`src/rtl/bve_pkg.sv`:
```
// ----------------------------------------------------------------------------
// bve_pkg: shared types and constants for the bijective varint encoder
// Holds the queued item format, the queue status group and default sizes.
// ----------------------------------------------------------------------------
package bve_pkg;

	localparam int unsigned VALUE_W     = 64;
	localparam int unsigned BYTE_W      = 8;
	localparam int unsigned GROUP_W     = 7;
	localparam int unsigned QUEUE_DEPTH = 2;

	// value as accepted, plus the front's classification
	typedef struct packed {
		logic [VALUE_W-1:0] value;
		logic               single;   // value below 128: one byte only
	} item_t;

	typedef struct packed {
		logic full;
		logic empty;
	} q_status_t;

	typedef enum logic [1:0] {
		BACK_IDLE = 2'b01,
		BACK_RUN  = 2'b10
	} back_state_t;

endpackage

```
`src/rtl/bve_front.sv`:
```
// ----------------------------------------------------------------------------
// bve_front: command front end
// Accepts a value, classifies it as one-byte or multi-byte and holds it in
// one stage until the queue takes it.
// ----------------------------------------------------------------------------
module bve_front (
	input  logic                          clk,
	input  logic                          arst_n,
	input  logic                          start,
	input  logic [bve_pkg::VALUE_W-1:0]   value,
	output logic                          busy,
	input  bve_pkg::q_status_t            q_status,
	output logic                          push,
	output bve_pkg::item_t                push_item
);

	logic           valid_s1;
	bve_pkg::item_t item_s1;
	logic           accept;

	assign push   = valid_s1 && !q_status.full;
	assign busy   = valid_s1 && q_status.full;
	assign accept = start && !busy;

	assign push_item = item_s1;

	always_ff @(posedge clk or negedge arst_n) begin
		if (!arst_n) begin
			valid_s1 <= 1'b0;
		end else if (accept) begin
			valid_s1 <= 1'b1;
		end else if (push) begin
			valid_s1 <= 1'b0;
		end
	end

	always_ff @(posedge clk) begin
		if (accept) begin
			item_s1.value  <= value;
			item_s1.single <= (value[bve_pkg::VALUE_W-1:bve_pkg::GROUP_W] == '0);
		end
	end

endmodule

```
`src/rtl/bve_queue.sv`:
```
// ----------------------------------------------------------------------------
// bve_queue: short item queue between front and back
// Register-based FIFO; the read entry is visible while not empty.
// ----------------------------------------------------------------------------
module bve_queue #(
	parameter int unsigned DEPTH = bve_pkg::QUEUE_DEPTH
) (
	input  logic               clk,
	input  logic               arst_n,
	input  logic               push,
	input  bve_pkg::item_t     push_item,
	input  logic               pop,
	output bve_pkg::item_t     pop_item,
	output bve_pkg::q_status_t status
);

	localparam int unsigned PW = (DEPTH > 1) ? $clog2(DEPTH) : 1;
	localparam int unsigned CW = $clog2(DEPTH + 1);

	bve_pkg::item_t mem_q [DEPTH];
	logic [PW-1:0]  wr_ptr_q;
	logic [PW-1:0]  rd_ptr_q;
	logic [CW-1:0]  count_q;
	logic           do_push;
	logic           do_pop;

	assign status.full  = (count_q == CW'(DEPTH));
	assign status.empty = (count_q == '0);
	assign do_push      = push && !status.full;
	assign do_pop       = pop && !status.empty;
	assign pop_item     = mem_q[rd_ptr_q];

	always_ff @(posedge clk or negedge arst_n) begin
		if (!arst_n) begin
			wr_ptr_q <= '0;
			rd_ptr_q <= '0;
			count_q  <= '0;
		end else begin
			if (do_push) begin
				wr_ptr_q <= (wr_ptr_q == PW'(DEPTH - 1)) ? '0 : wr_ptr_q + PW'(1);
			end
			if (do_pop) begin
				rd_ptr_q <= (rd_ptr_q == PW'(DEPTH - 1)) ? '0 : rd_ptr_q + PW'(1);
			end
			if (do_push && !do_pop) begin
				count_q <= count_q + CW'(1);
			end else if (do_pop && !do_push) begin
				count_q <= count_q - CW'(1);
			end
		end
	end

	always_ff @(posedge clk) begin
		if (do_push) begin
			mem_q[wr_ptr_q] <= push_item;
		end
	end

endmodule

```
`src/rtl/bve_back.sv`:
```
// ----------------------------------------------------------------------------
// bve_back: byte emitter
// Takes queued values and emits one encoded byte per cycle while running,
// reducing the remaining value after every byte that has more to follow.
// ----------------------------------------------------------------------------
module bve_back (
	input  logic                         clk,
	input  logic                         arst_n,
	input  bve_pkg::q_status_t           q_status,
	input  bve_pkg::item_t               pop_item,
	output logic                         pop,
	output logic                         strobe,
	output logic [bve_pkg::BYTE_W-1:0]   code_byte,
	output logic                         last_byte
);

	localparam int unsigned VW = bve_pkg::VALUE_W;
	localparam int unsigned GW = bve_pkg::GROUP_W;

	bve_pkg::back_state_t state_q;
	logic [VW-1:0]        rem_q;
	logic                 more_q;
	logic [VW-1:0]        next_rem;
	logic                 running;

	assign running = (state_q == bve_pkg::BACK_RUN);

	// (rem - low - 128) / 128 == (rem >> 7) - 1, as the low group drops out
	assign next_rem = {{GW{1'b0}}, rem_q[VW-1:GW]} - VW'(1);

	assign pop = (!running || !more_q) && !q_status.empty;

	assign strobe    = running;
	assign code_byte = {more_q, rem_q[GW-1:0]};
	assign last_byte = !more_q;

	always_ff @(posedge clk or negedge arst_n) begin
		if (!arst_n) begin
			state_q <= bve_pkg::BACK_IDLE;
		end else begin
			unique case (state_q)
				bve_pkg::BACK_IDLE: begin
					if (pop) begin
						state_q <= bve_pkg::BACK_RUN;
					end
				end
				bve_pkg::BACK_RUN: begin
					if (!more_q && !pop) begin
						state_q <= bve_pkg::BACK_IDLE;
					end
				end
				default: begin
					state_q <= bve_pkg::BACK_IDLE;
				end
			endcase
		end
	end

	always_ff @(posedge clk) begin
		if (pop) begin
			rem_q  <= pop_item.value;
			more_q <= !pop_item.single;
		end else if (running && more_q) begin
			rem_q  <= next_rem;
			more_q <= (next_rem[VW-1:GW] != '0);
		end
	end

	// a value's bytes come out without gaps
	assert property (@(posedge clk) disable iff (!arst_n)
		strobe && !last_byte |=> strobe)
		else $error("gap inside one value's byte sequence");

	// next value follows straight on when one is queued
	assert property (@(posedge clk) disable iff (!arst_n)
		strobe && last_byte && !q_status.empty |=> strobe)
		else $error("queued value not started after last byte");

	// never pop while a value still has bytes to go
	assert property (@(posedge clk) disable iff (!arst_n)
		pop |-> !(running && more_q))
		else $error("pop during an unfinished value");

endmodule

```
`src/rtl/bijective_varint_encoder.sv`:
```
// ----------------------------------------------------------------------------
// bijective_varint_encoder: little-endian bijective base-128 encoder
// Encodes a 64-bit value into one to ten bytes, lowest group first.
//
//   channel  | handshake            | payload
//   ---------+----------------------+---------------------------
//   command  | start / busy         | value[63:0]
//   result   | strobe (no stall)    | code_byte[7:0], last_byte
//
// The emitter sends a value of n bytes (1..10) one byte at a time; its
// single reduce-by-128 step per cycle sets this pace.
// The first byte passes through the front stage and the queue; values
// follow one another without a gap while the next one is queued.
// busy rises when the front stage and the queue are all occupied.
// Reset clears the front stage, queue pointers and emitter state.
// ----------------------------------------------------------------------------
module bijective_varint_encoder #(
	parameter int unsigned QUEUE_DEPTH = bve_pkg::QUEUE_DEPTH
) (
	input  logic                         clk,
	input  logic                         arst_n,
	input  logic                         start,
	output logic                         busy,
	input  logic [bve_pkg::VALUE_W-1:0]  value,
	output logic                         strobe,
	output logic [bve_pkg::BYTE_W-1:0]   code_byte,
	output logic                         last_byte
);

	bve_pkg::q_status_t q_status;
	bve_pkg::item_t     push_item;
	bve_pkg::item_t     pop_item;
	logic               push;
	logic               pop;

	bve_front u_front (
		.clk       (clk),
		.arst_n    (arst_n),
		.start     (start),
		.value     (value),
		.busy      (busy),
		.q_status  (q_status),
		.push      (push),
		.push_item (push_item)
	);

	bve_queue #(
		.DEPTH (QUEUE_DEPTH)
	) u_queue (
		.clk       (clk),
		.arst_n    (arst_n),
		.push      (push),
		.push_item (push_item),
		.pop       (pop),
		.pop_item  (pop_item),
		.status    (q_status)
	);

	bve_back u_back (
		.clk       (clk),
		.arst_n    (arst_n),
		.q_status  (q_status),
		.pop_item  (pop_item),
		.pop       (pop),
		.strobe    (strobe),
		.code_byte (code_byte),
		.last_byte (last_byte)
	);

endmodule
```
`config.mk`:
```
export PLATFORM = sky130hd
export DESIGN_NAME = bijective_varint_encoder
export DESIGN_NICKNAME = d
export VERILOG_FILES = /design/src/rtl/bve_pkg.sv /design/src/rtl/bve_front.sv /design/src/rtl/bve_queue.sv /design/src/rtl/bve_back.sv /design/src/rtl/bijective_varint_encoder.sv
export SDC_FILE = /design/constraint.sdc
export NUM_CORES = 1
export LEC_CHECK = 0
export BUFFER_PORTS_ARGS = -buffer_cell sky130_fd_sc_hd__buf_2
export CAP_MARGIN = 5
export CORE_UTILIZATION = 61
export CTS_CLUSTER_SIZE = 30
export DETAILED_ROUTE_END_ITERATION = 7
export PLACE_DENSITY = 0.8
export SLEW_MARGIN = 0
export SYNTH_ARGS = -nofsm -noshare
export SYNTH_HDL_FRONTEND = slang
export SYNTH_SLANG_ARGS = --single-unit
```
`constraint.sdc`:
```
create_clock -name clk -period 7.1 [get_ports clk]
set_input_delay 1.775 -clock clk [delete_from_list [all_inputs] [get_ports clk]]
set_output_delay 1.775 -clock clk [all_outputs]
set_load 0.02 [all_outputs]
```
-- Yosys cells after proc, flatten, opt, wreduce, memory -nomap -nowiden
Memories as Yosys holds them, arrays and structs flattened.
Index checks and enable logic that the tools add are counted.
W data, S select, Z words.
- $mul: 0
- div/mod/pow operators: 0
- reductions and logical operators: 27
- shifts and indexed selects: 0
- multiplexer cells: 15
- $add $sub $neg: 5
- magnitude comparators: 0
- eq/ne operators: 5
- bitwise operators: 0
- operators by type and width (kind ; number):
    $mux W64 ; 2
    $sub A57 B1 Y58 const B ; 1
    $logic_not A57 Y1 ; 1
    $reduce_bool A57 Y1 ; 1
    $logic_and A1 B1 Y1 ; 10
    $logic_not A1 Y1 ; 9
    $mux W1 ; 8
    $mux W2 ; 4
    $reduce_bool A2 Y1 ; 3
    $eq A2 B2 Y1 const B ; 2
    $pmux W2 S2 ; 1
    $add A1 B1 Y1 const B ; 2
    $add A2 B1 Y2 const B ; 1
    $eq A2 B1 Y1 const B ; 1
    $logic_not A2 Y1 ; 1
    $ne A2 B1 Y1 const B ; 1
    $ne A2 B2 Y1 const B ; 1
    $reduce_and A2 Y1 ; 1
    $sub A2 B1 Y2 const B ; 1
    $logic_or A1 B1 Y1 ; 1
- output and inout bits: 11
- bits in latches: 0
- memory bits (read-only): 0
- register bits after elaboration: 137
- memory bits (writable): 130
- input bits: 67
- memories kept: 1
- word-level logic and storage cells: 62
- memories (name ; words ; bits a word ; rd ports ; clocked after memory_dff ; wr ports ; line ; text):
    u_queue.mem_q ; 2 ; 65 ; 1 ; 0 ; 1 ; bve_queue.sv:20 ; bve_pkg::item_t mem_q [DEPTH];

-- Longest topological paths before layout
- word-level depth: 8
- depth in mapped cells: 11
- mapped depth without buffers: 9

-- Modules after synthesis
A second synthesis with hierarchy kept.
- cells, all modules: 750
- area total of the unflattened synthesis: 11446.0 sq um
- modules (own cells, without submodules) (module ; cells an instance ; sequential area each (sq um) ; instances ; area each (sq um)):
    bve_queue ; 221 ; 4003.8 ; 1 ; 5048.6
    bve_back ; 439 ; 2003.2 ; 1 ; 4262.8
    bve_front ; 90 ; 1976.9 ; 1 ; 2134.5

-- Least setup slack after synthesis
Ideal clock, no wire load.
- kind: reg-to-reg
- start point: register u_queue.count_q[0]
- end point: memory u_queue.mem_q[0][0] (netlist bit), enable pin
- setup time: 0.488 ns
- period minus slack after synthesis: 3.823 ns
- cell stages (with the launch flop): 4
- path slack: 3.277 ns
- data arrival time: 3.335 ns
- data required time: 6.612 ns
- buffers on the path: 0
- cell sequence: dfrtp_1 -> nand2b_1 -> nand2_1 -> nor2_1
- cells in the longest elaborated chain, start to end: 6
- RTL lines (what ; line ; text):
    from (decl) ; bve_queue.sv:23 ; logic [CW-1:0] count_q;
    from (signal assigned) ; bve_queue.sv:46 ; count_q <= count_q + CW'(1);
    from (signal assigned) ; bve_queue.sv:48 ; count_q <= count_q - CW'(1);
    $eq A2 B2 Y1 (*) ; bve_queue.sv:27 ; assign status.full = (count_q == CW'(DEPTH));
    $logic_not A1 Y1 (*) ; bve_front.sv:21, bve_queue.sv:29 ;
    $logic_and A1 B1 Y1 ; bve_front.sv:21 ; assign push = valid_s1 && !q_status.full;
    $logic_and A1 B1 Y1 (*) ; bve_queue.sv:29 ; assign do_push = push && !status.full;
    $mux W1 (*) ; bve_queue.sv:54 ; if (do_push) begin
    $mux W1 (not written as such) (*) ; bve_queue.sv:55 ; mem_q[wr_ptr_q] <= push_item;
    to (decl) ; bve_queue.sv:20 ;
Every way passes the cells marked *; elsewhere a longest branch is shown, timed or not.

-- Worst setup path after layout
- start point: register u_back.rem_q[12]
- end point: register u_back.more_q, data pin
- cells in the longest elaborated chain, start to end: 4
- RTL lines (what ; line ; text):
    from (decl) ; bve_back.sv:21 ; logic [VW-1:0] rem_q;
    from (signal assigned) ; bve_back.sv:61 ; rem_q <= pop_item.value;
    from (signal assigned) ; bve_back.sv:64 ; rem_q <= next_rem;
    $sub A57 B1 Y58 ; bve_back.sv:29 ; assign next_rem = {{GW{1'b0}}, rem_q[VW-1:GW]} - VW'(1);
    $reduce_bool A57 Y1 ; bve_back.sv:65 ; more_q <= (next_rem[VW-1:GW] != '0);
    $mux W1 ; bve_back.sv:63 ; end else if (running && more_q) begin
    $mux W1 ; bve_back.sv:60 ; if (pop) begin
    to (signal assigned) ; bve_back.sv:62 ; more_q <= !pop_item.single;
    to (signal assigned) ; bve_back.sv:65 ;
    to (decl) ; bve_back.sv:22 ; logic more_q;
No other way between the ends. The select of a mux whose other input is x is not followed.
A chain may end at the register's enable or synchronous reset.

==> results_dict.tcl <==
set metrics [dict create \
    async_flop_share_pct 2.62 \
    synth_cells 761 \
    p_sw_share_pct 34.8 \
    routed-via-count 6595 \
    ys_ff_latch 267 \
    p_total_w 0.00572 \
    synth_top_flop_cell "edfxtp_1" \
    crit_path_start "u_back.rem_q[12]" \
    postCtsHoldBufs 0 \
    die_h_um 137 \
    layout_setup_ws_ns 3.32 \
    place_hpwl_um 15200 \
    p_switching_w 0.00199 \
    htree_levels 1 \
    hold_path.class "reg2reg" \
    cts_tree "built" \
    coreArea_mm2 0.0175 \
    p_comb_share_pct 27.5 \
    max-cap-violations 0 \
    grt_pass1_wl_um 34400 \
    grt_use_total_pct 25.0 \
    report.final.slew_viol_count 0 \
    regToRegStartpoint "u_back.rem_q[12]" \
    internal_power_w 0.00373 \
    viasPerCell 6.14 \
    status "complete, no violations" \
    die_area_mm2 0.0187 \
    power_leakage_nw 4.16 \
    synth_fp_nets 830 \
    worst_setup_path_end_kind "register" \
    fin_skew_ns 0.0145 \
    pre_cts_ws_ns 3.38 \
    rrSetupSlack_ns 3.32 \
    p_clk_share_pct 22.0 \
    path_class "reg2reg" \
    nFillCells 1152 \
    finalSetupTns_ns 0 \
    synth_area_mm2 0.0111 \
    rr_worst_depth 7 \
    initial_core_util_pct 63.3 \
    max_freq_mhz 264 \
    period_share_pct 53.3 \
    maxSlewHeadroom_pct 37.7 \
    wl_per_cell_um 20.8 \
    critPathMaxStageDelay_ns 0.65 \
    fin_nets 901 \
    setup_viol_count_final 0 \
    grt_max_degree 66 \
    rsz0062_at_grt "no" \
    period_minus_slack_ns 3.78 \
    num_rows 48 \
    portBuffers 77 \
    cts_buffers 26 \
    synth_edf_count 260 \
    crit_end "u_back.more_q" \
    die_w_um 137 \
    gp_congestion 0.910 \
    cts.root.buffer_cell "clkbuf_16" \
    clock_latency_ns 0.54 \
    path_cells "or4_1 > nor4_1 > nand3b_1 > o41ai_1 > nand4_1 > nor4_1 > a31oi_1" \
    ioPinCount 78 \
    first_global_vias 6415 \
    cp.required_ns 7.37 \
    clk_pin_slew_ns 0.06 \
    post_cts_buffers 0 \
    powerDensity_mw_per_mm2 461 \
    grt_antenna_before_repair 0 \
    critPathMostFrequentCell "nor4_1" \
    syn_area_per_cell_um2 14.5 \
    area_growth_pct 12.0 \
    overflow 0 \
    antenna_left 0 \
    cts_sinks 267 \
    r2r-end "u_back.more_q" \
    cts_resized 0 \
    worstPathMaxFanout 15 \
    vdd_drop_max_mv 0.536 \
    dr.pass1.iters 4 \
    clk_path_buf_depth 3 \
    drtIter0Drc 573 \
    drive_above_1_share_pct 15.8 \
    crit_arrival_ns 4.05 \
    antennaDiodeCount 0 \
    tightest_slew_ns 0.935 \
    worst_path_max_delay_cell "or4_1" \
    drt_wl_total_um 22400 \
    hold_viol_final 0 \
    drc 0 \
    startpoint_type "register" \
    seq_area_frac_synth_pct 72.2 \
    synthDistinctLibCells 42 \
    yosysWarningCount 0 \
    seqPwrFrac_pct 50.5 \
]
[logic make-up (layout without fill, tap and decap cells)]
logic type               Yosys count  after routing  share of synthesized area (%)
flip-flops                       267            267                           72.2
AND/OR/NAND/NOR                  245            245                           12.4
AO/OA/AOI/OAI                    119            119                           6.64
XOR/XNOR                          50             50                           3.96
buffers and inverters             49            137                           1.98
multiplexers                      29             29                           2.62
adder cells (fa/ha/maj)            2              2                          0.226
[routing by layer]
layer  track usage (%)  wire, um  vias to the layer above
met2              38.6     10400                      235
met3              3.89      1460                       39
met5                 0         0                        -
met4              7.47       491                        0
li1                  -         -                     3105
met1              37.0     10000                     3216
[worst min-delay path by stage]
stage                                     start              endpoint  cells past startpoint
after floorplan            u_front.push_item[0]   u_queue.mem_q[0][0]                      0
after global placement     u_front.push_item[9]   u_queue.mem_q[0][9]                      0
after detailed placement   u_front.push_item[8]   u_queue.mem_q[1][8]                      0
after CTS                  u_front.push_item[8]   u_queue.mem_q[1][8]                      0
after global routing      u_front.push_item[33]  u_queue.mem_q[0][33]                      0
final                     u_front.push_item[36]  u_queue.mem_q[0][36]                      0
[state kept, by name (all words and copies together), names as in the netlist]
name               count
u_back.more_q          1
u_back.rem_q          64
u_back.state_q         2
u_front.push_item     65
u_front.valid_s1       1
u_queue.count_q        2
u_queue.mem_q        130
u_queue.rd_ptr_q       1
u_queue.wr_ptr_q       1
[layout by cell type, fill, tap and decap left out, drive strengths merged, types with 3 or more instances in the layout]
| cell type | synthesis | routed |
|---|---|---|
| a211oi | 36 | 36 |
| a21oi | 43 | 43 |
| a31oi | 9 | 9 |
| and4 | 4 | 4 |
| buf | 15 | 84 |
| clkbuf | 26 | 33 |
| clkinv | 0 | 11 |
| dfrtp | 6 | 6 |
| edfxtp | 260 | 260 |
| inv | 8 | 8 |
| mux2i | 29 | 29 |
| nand2 | 23 | 23 |
| nand2b | 5 | 5 |
| nand3 | 10 | 10 |
| nand4 | 17 | 17 |
| nand4b | 4 | 4 |
| nor2 | 44 | 44 |
| nor2b | 38 | 38 |
| nor3 | 21 | 21 |
| nor4 | 37 | 37 |
| nor4b | 3 | 3 |
| o21ai | 19 | 19 |
| o31ai | 6 | 6 |
| or2 | 7 | 7 |
| or3 | 16 | 16 |
| or4 | 11 | 11 |
| xnor2 | 22 | 22 |
| xor2 | 28 | 28 |
[synthesized netlist by cell type (2+ instances only)]
cell / instances / area (um^2)
a211oi_1: 36 / 270
a21oi_1: 43 / 215
a31oi_1: 9 / 56.3
and3_1: 2 / 12.5
and4_1: 4 / 35.0
buf_1: 4 / 15.0
buf_2: 3 / 15.0
buf_4: 8 / 60.1
clkbuf_1: 25 / 93.8
dfrtp_1: 6 / 150
edfxtp_1: 260 / 7810
ha_1: 2 / 25.0
inv_1: 8 / 30.0
mux2i_1: 29 / 290
nand2_1: 23 / 86.3
nand2b_1: 5 / 31.3
nand3_1: 10 / 50.1
nand3b_1: 2 / 15.0
nand4_1: 17 / 106
nand4b_1: 4 / 35.0
nor2_1: 44 / 165
nor2b_1: 38 / 238
nor3_1: 21 / 105
nor4_1: 37 / 231
nor4b_1: 3 / 26.3
o21ai_0: 19 / 95.1
o31ai_1: 6 / 45.0
or2_2: 7 / 43.8
or3_1: 16 / 100
or4_1: 10 / 75.1
xnor2_1: 22 / 193
xor2_1: 28 / 245
[through the flow]
stage,instances,hold WS [ns],utilization [%],area [um^2]
2_1_floorplan,761,0.421,-,11100
3_3_place_gp,1029,0.422,66.5,11600
3_5_place_dp,1029,0.431,66.5,11600
4_1_cts,1074,0.446,70.9,12400
5_1_grt,1074,0.456,70.9,12400
6_report,1074,0.444,70.9,12400
[worst max-delay path: cells and delay by family, from the launching register on]
kind / cells / cell delay, ns
simple gates: 5 / 2.38
compound gates: 2 / 0.71
flops: 1 / 0.43
[power groups by stage]
stage | sequential, W | combinational [W] | clock [W]
finish | 0.00289 | 0.00158 | 0.00126
CTS | 0.00288 | 0.00158 | 0.00128
global route | 0.00294 | 0.00174 | 0.00133
floorplan | 0.00275 | 0.00119 | 0
detailed placement | 0.00291 | 0.00157 | 0
global placement | 0.00288 | 0.00153 | 0
[final cells by class]
cell class / instances / area, um^2 / share of cell area (%)
clock buffer: 33 / 677 / 5.46
clock inverter: 12 / 105 / 0.848
inverter: 8 / 30.0 / 0.242
multi-input combinational: 445 / 2880 / 23.2
sequential: 267 / 7990 / 64.4
tap: 225 / 282 / 2.27
timing repair buffer: 84 / 438 / 3.53
(Power assumes the default switching activity.)
